===== src/design/rgbh_pkg.sv =====
// Shared types, codes and constants for the normalized RGB histogram core.
package rgbh_pkg;

  // Histogram geometry
  localparam int NUM_BINS  = 256;
  localparam int BIN_W     = 8;
  localparam int NUM_LANES = 3;

  // Lane order inside merged vectors
  localparam int LANE_RED   = 0;
  localparam int LANE_GREEN = 1;
  localparam int LANE_BLUE  = 2;

  // Output fraction field
  localparam int               FRAC_OUT_W = 17;
  localparam logic [FRAC_OUT_W-1:0] FRAC_MAX = {FRAC_OUT_W{1'b1}};

  // Parameter defaults
  localparam int MAX_PIXELS_DEF    = 4194304;
  localparam int FRACTION_BITS_DEF = 16;
  localparam int CNT_W_DEF         = $clog2(MAX_PIXELS_DEF + 1);

  // Action codes
  localparam logic [1:0] ACT_CLEAR = 2'd0;
  localparam logic [1:0] ACT_ACCUM = 2'd1;
  localparam logic [1:0] ACT_READ  = 2'd2;

  // Input beat
  typedef struct packed {
    logic [1:0]       action;
    logic [BIN_W-1:0] red_level;
    logic [BIN_W-1:0] green_level;
    logic [BIN_W-1:0] blue_level;
    logic [BIN_W-1:0] bin_select;
  } in_item_t;

  // Result beat
  typedef struct packed {
    logic [BIN_W-1:0]      bin_number;
    logic [FRAC_OUT_W-1:0] red_fraction;
    logic [FRAC_OUT_W-1:0] green_fraction;
    logic [FRAC_OUT_W-1:0] blue_fraction;
  } out_item_t;

  // Command from the front end to each lane
  typedef struct packed {
    logic clear;
    logic acc_en;
    logic rd_en;
  } lane_cmd_t;

  // Status from a lane to the merge stage
  typedef struct packed {
    logic                  done;
    logic [FRAC_OUT_W-1:0] quo;
  } lane_res_t;

endpackage


===== src/design/rgbh_merge.sv =====
// Merge stage: gathers the three lane fractions into the output register.
module rgbh_merge import rgbh_pkg::*; (
  input  logic                        clk,
  input  logic                        rst_n,
  input  lane_res_t [NUM_LANES-1:0]   lane_res,
  input  logic [BIN_W-1:0]            bin_number,
  input  logic                        out_stall,
  output logic                        take,
  output logic                        out_valid,
  output out_item_t                   out_data
);

  logic      all_done;
  logic      out_valid_r;
  out_item_t out_data_r;

  // Load when every lane has finished and the output slot frees up
  always_comb begin
    all_done = lane_res[LANE_RED].done && lane_res[LANE_GREEN].done &&
               lane_res[LANE_BLUE].done;
    take     = all_done && (!out_valid_r || !out_stall);
  end

  always_ff @(posedge clk) begin
    if (!rst_n) begin
      out_valid_r <= 1'b0;
    end else if (take) begin
      out_valid_r <= 1'b1;
    end else if (!out_stall) begin
      out_valid_r <= 1'b0;
    end
  end

  always_ff @(posedge clk) begin
    if (take) begin
      out_data_r.bin_number     <= bin_number;
      out_data_r.red_fraction   <= lane_res[LANE_RED].quo;
      out_data_r.green_fraction <= lane_res[LANE_GREEN].quo;
      out_data_r.blue_fraction  <= lane_res[LANE_BLUE].quo;
    end
  end

  assign out_valid = out_valid_r;
  assign out_data  = out_data_r;

endmodule


===== config.mk =====
export PLATFORM = sky130hd
export DESIGN_NAME = rgbh_merge
export DESIGN_NICKNAME = d
export VERILOG_FILES = /design/src/design/rgbh_pkg.sv /design/src/design/rgbh_merge.sv
export SDC_FILE = /design/constraint.sdc
export NUM_CORES = 1
export LEC_CHECK = 0
export ABC_AREA = 0
export BUFFER_PORTS_ARGS = -buffer_cell sky130_fd_sc_hd__buf_2
export CORE_MARGIN = 2
export CORE_UTILIZATION = 36
export DETAILED_ROUTE_END_ITERATION = 10
export GPL_ROUTABILITY_DRIVEN = 0
export PLACE_DENSITY_LB_ADDON = 0.1
export SLEW_MARGIN = 40
export SYNTH_ARGS = -nofsm -noshare
export SYNTH_HDL_FRONTEND = slang
export SYNTH_SLANG_ARGS = --single-unit
export TNS_END_PERCENT = 20

===== constraint.sdc =====
create_clock -name clk -period 3.95 [get_ports clk]
set_clock_uncertainty 0.05 [all_clocks]
set_input_delay 0.5925 -clock clk [delete_from_list [all_inputs] [get_ports clk]]
set_output_delay 0.5925 -clock clk [all_outputs]
set_load 0.1 [all_outputs]

==> run_results.csv <==
group,metric,value,unit
detailed_routing,antenna_left,0,
die,fp.dieW,75.0,µm
global_route,grt_max_degree,60,
detailed_routing,drt-total-wl,3540,µm
power,p_per_area,494,mW/mm²
clock_network,hold_buffers,0,
power,leakage,0.00114,µW
finish,antenna_cells,0,
synthesis,syn-num-nets,129,
timing,relSlewSlack,52.1,%
critical_path,crit_required,3.31,ns
die,initial_core_util,37.9,%
timing,fmax,488,MHz
global_route,grt_pass1_wl,4770,µm
detailed_routing,drt_iter0_drc,31,
die,ioPinCount,126,
clock_network,clkTransAtPathRegs,0.06,ns
critical_path,crit_chain,"buf_2, nand3_1, a21oi_4, buf_2",
critical_path,cp.arrival,1.41,ns
finish,fin_cells,272,
finish,final_area,0.00269,mm²
run,maxCapViolations,0,
critical_path,slowest_delay,0.44,ns
die,die-area,0.00562,mm²
clock_network,cts.sinks,60,
timing,period_share,51.9,%
critical_path,critical_path.slowest_cell,"buf_2",
detailed_routing,firstDrtPassIters,3,
run_status,status,"complete, no violations",
finish,final_common_cell,"buf_2",
detailed_routing,vias,1124,
synthesis,ys_seq_elements,60,
timing,drv_slew,0,
placement,placed_cells,257,
power,irDropWorstVdd,0.317,mV
finish,layout_common_cells,"buf_2 (125), edfxtp_1 (59), clkbuf_8 (9)",
clock_network,cts_resized,0,
critical_path,path_delay_family,"buffers and inverters",
global_route,antenna_found_initial,0,
placement,io_buffers,125,
synthesis,yosysWarnings,0,
die,die_y,75.0,µm
critical_path,critPathCaptureType,"output pin",
clock_network,cts_made_buffers,9,
synthesis,avgSynthCellArea,28.3,µm²
global_route,overflow,0,
finish,area_delta_synth_final,48.4,%
synthesis,synth-seq-area-share,98.8,%
placement,place_ws,1.88,ns
synthesis,yosys-top-cells-area,"edfxtp_1 (98%), dfxtp_1 (1.1%), a21boi_1 (0.41%)",
timing,period_minus_slack,2.05,ns
timing,fin_tns_setup,0,ns
synthesis,synth_top_cell_area_share,97.7,%
clock_network,cts_htree_levels,3,
finish,post-route-util,56.2,%
critical_path,critical_path_class,"in2out",
critical_path,worstSetupStartpointType,"primary input",
die,rows,25,
critical_path,worst_path_most_repeated_cell,"buf_2",
global_route,grt_use_total,12.7,%
timing,timing.final.hold_violations,0,
clock_network,post_cts_buffers,0,
finish,drive_gt1_share,67.3,%
critical_path,path_max_fanout,2,
synthesis,synth_cell_type_count,6,
detailed_routing,drc,0,
die,floorplan.core_area,0.00479,mm²
placement,dpl_cell_area,0.00254,mm²
synthesis,synth_area,0.00181,mm²
detailed_routing,avgRoutedWirePerCell,13.0,µm
timing,rsz0062_at_grt,"no",
clock_network,clockRootBuffer,"clkbuf_8",
clock_network,insertion_delay,0.31,ns
clock_network,cts_tree,"built",
finish,fillCellCount,403,
finish,finalNetCount,266,
timing,setup_viol,0,
synthesis,syn_inst,64,
timing,tightestPinTransition,0.719,ns
timing,worst_slack,1.90,ns
global_route,grt_pass1_vias,1070,
clock_network,clockBufferDepth,2,
worst_hold_path,hold_path_class,"in2reg",
detailed_routing,viasPerCell,4.13,
critical_path,cp_num_buf_inv,2,
synthesis,synth.largest_area_cell,"edfxtp_1",
## state kept, by name, summed over array words and instances (netlist names)
name	flops
out_data	59
out_valid	1
## kinds of logic after synthesis
| logic type | synth area share, % |
|---|---|
| flops | 98.8 |
| compound gates | 0.690 |
| simple gates | 0.483 |
## synth_stat cells
library cell and number:
nand3_1 1, nand2_1 1, edfxtp_1 59, dfxtp_1 1
a21oi_1 1, a21boi_1 1
## final timing paths
path | start | endpoint | slack, ns | cells past startpoint
hold reg to reg | out_valid | out_valid | 0.48 | 2
setup / recovery | lane_res[53] | take | 1.90 | 4
hold / removal | lane_res[5] | out_data[39] | 0.39 | 1
setup reg to reg | out_valid | out_data[56] | 2.41 | 2
## stage by stage
stage | total power [µW] | hold WS, ns
2_1_floorplan | 873 | 0.641
3_3_place_gp | 918 | 0.437
3_5_place_dp | 922 | 0.479
4_1_cts | 1350 | 0.374
5_1_grt | 1380 | 0.360
6_report | 1330 | 0.394
## where the power goes
| group | internal [µW] | switching [µW] |
|---|---|---|
| sequential | 722 | 3.98 |
| clock | 218 | 204 |
| combinational | 33.8 | 148 |
| total | 973 | 355 |
## cell type report
type | count | area (µm²) | share of cell area (%)
tap | 67 | 83.8 | 3.12
clock inverter | 4 | 17.5 | 0.651
clock buffer | 11 | 131 | 4.88
sequential | 60 | 1790 | 66.6
timing repair buffer | 126 | 633 | 23.5
multi-input combinational | 4 | 32.5 | 1.21
## routing by layer
layer | GRT usage (%) | wire (µm)
met1 | 11.5 | 1160
met2 | 19.9 | 1880
met3 | 10.0 | 445
met4 | 7.14 | 53
met5 | 0 | 0
Note: power is estimated with default switching activity, not from simulation.
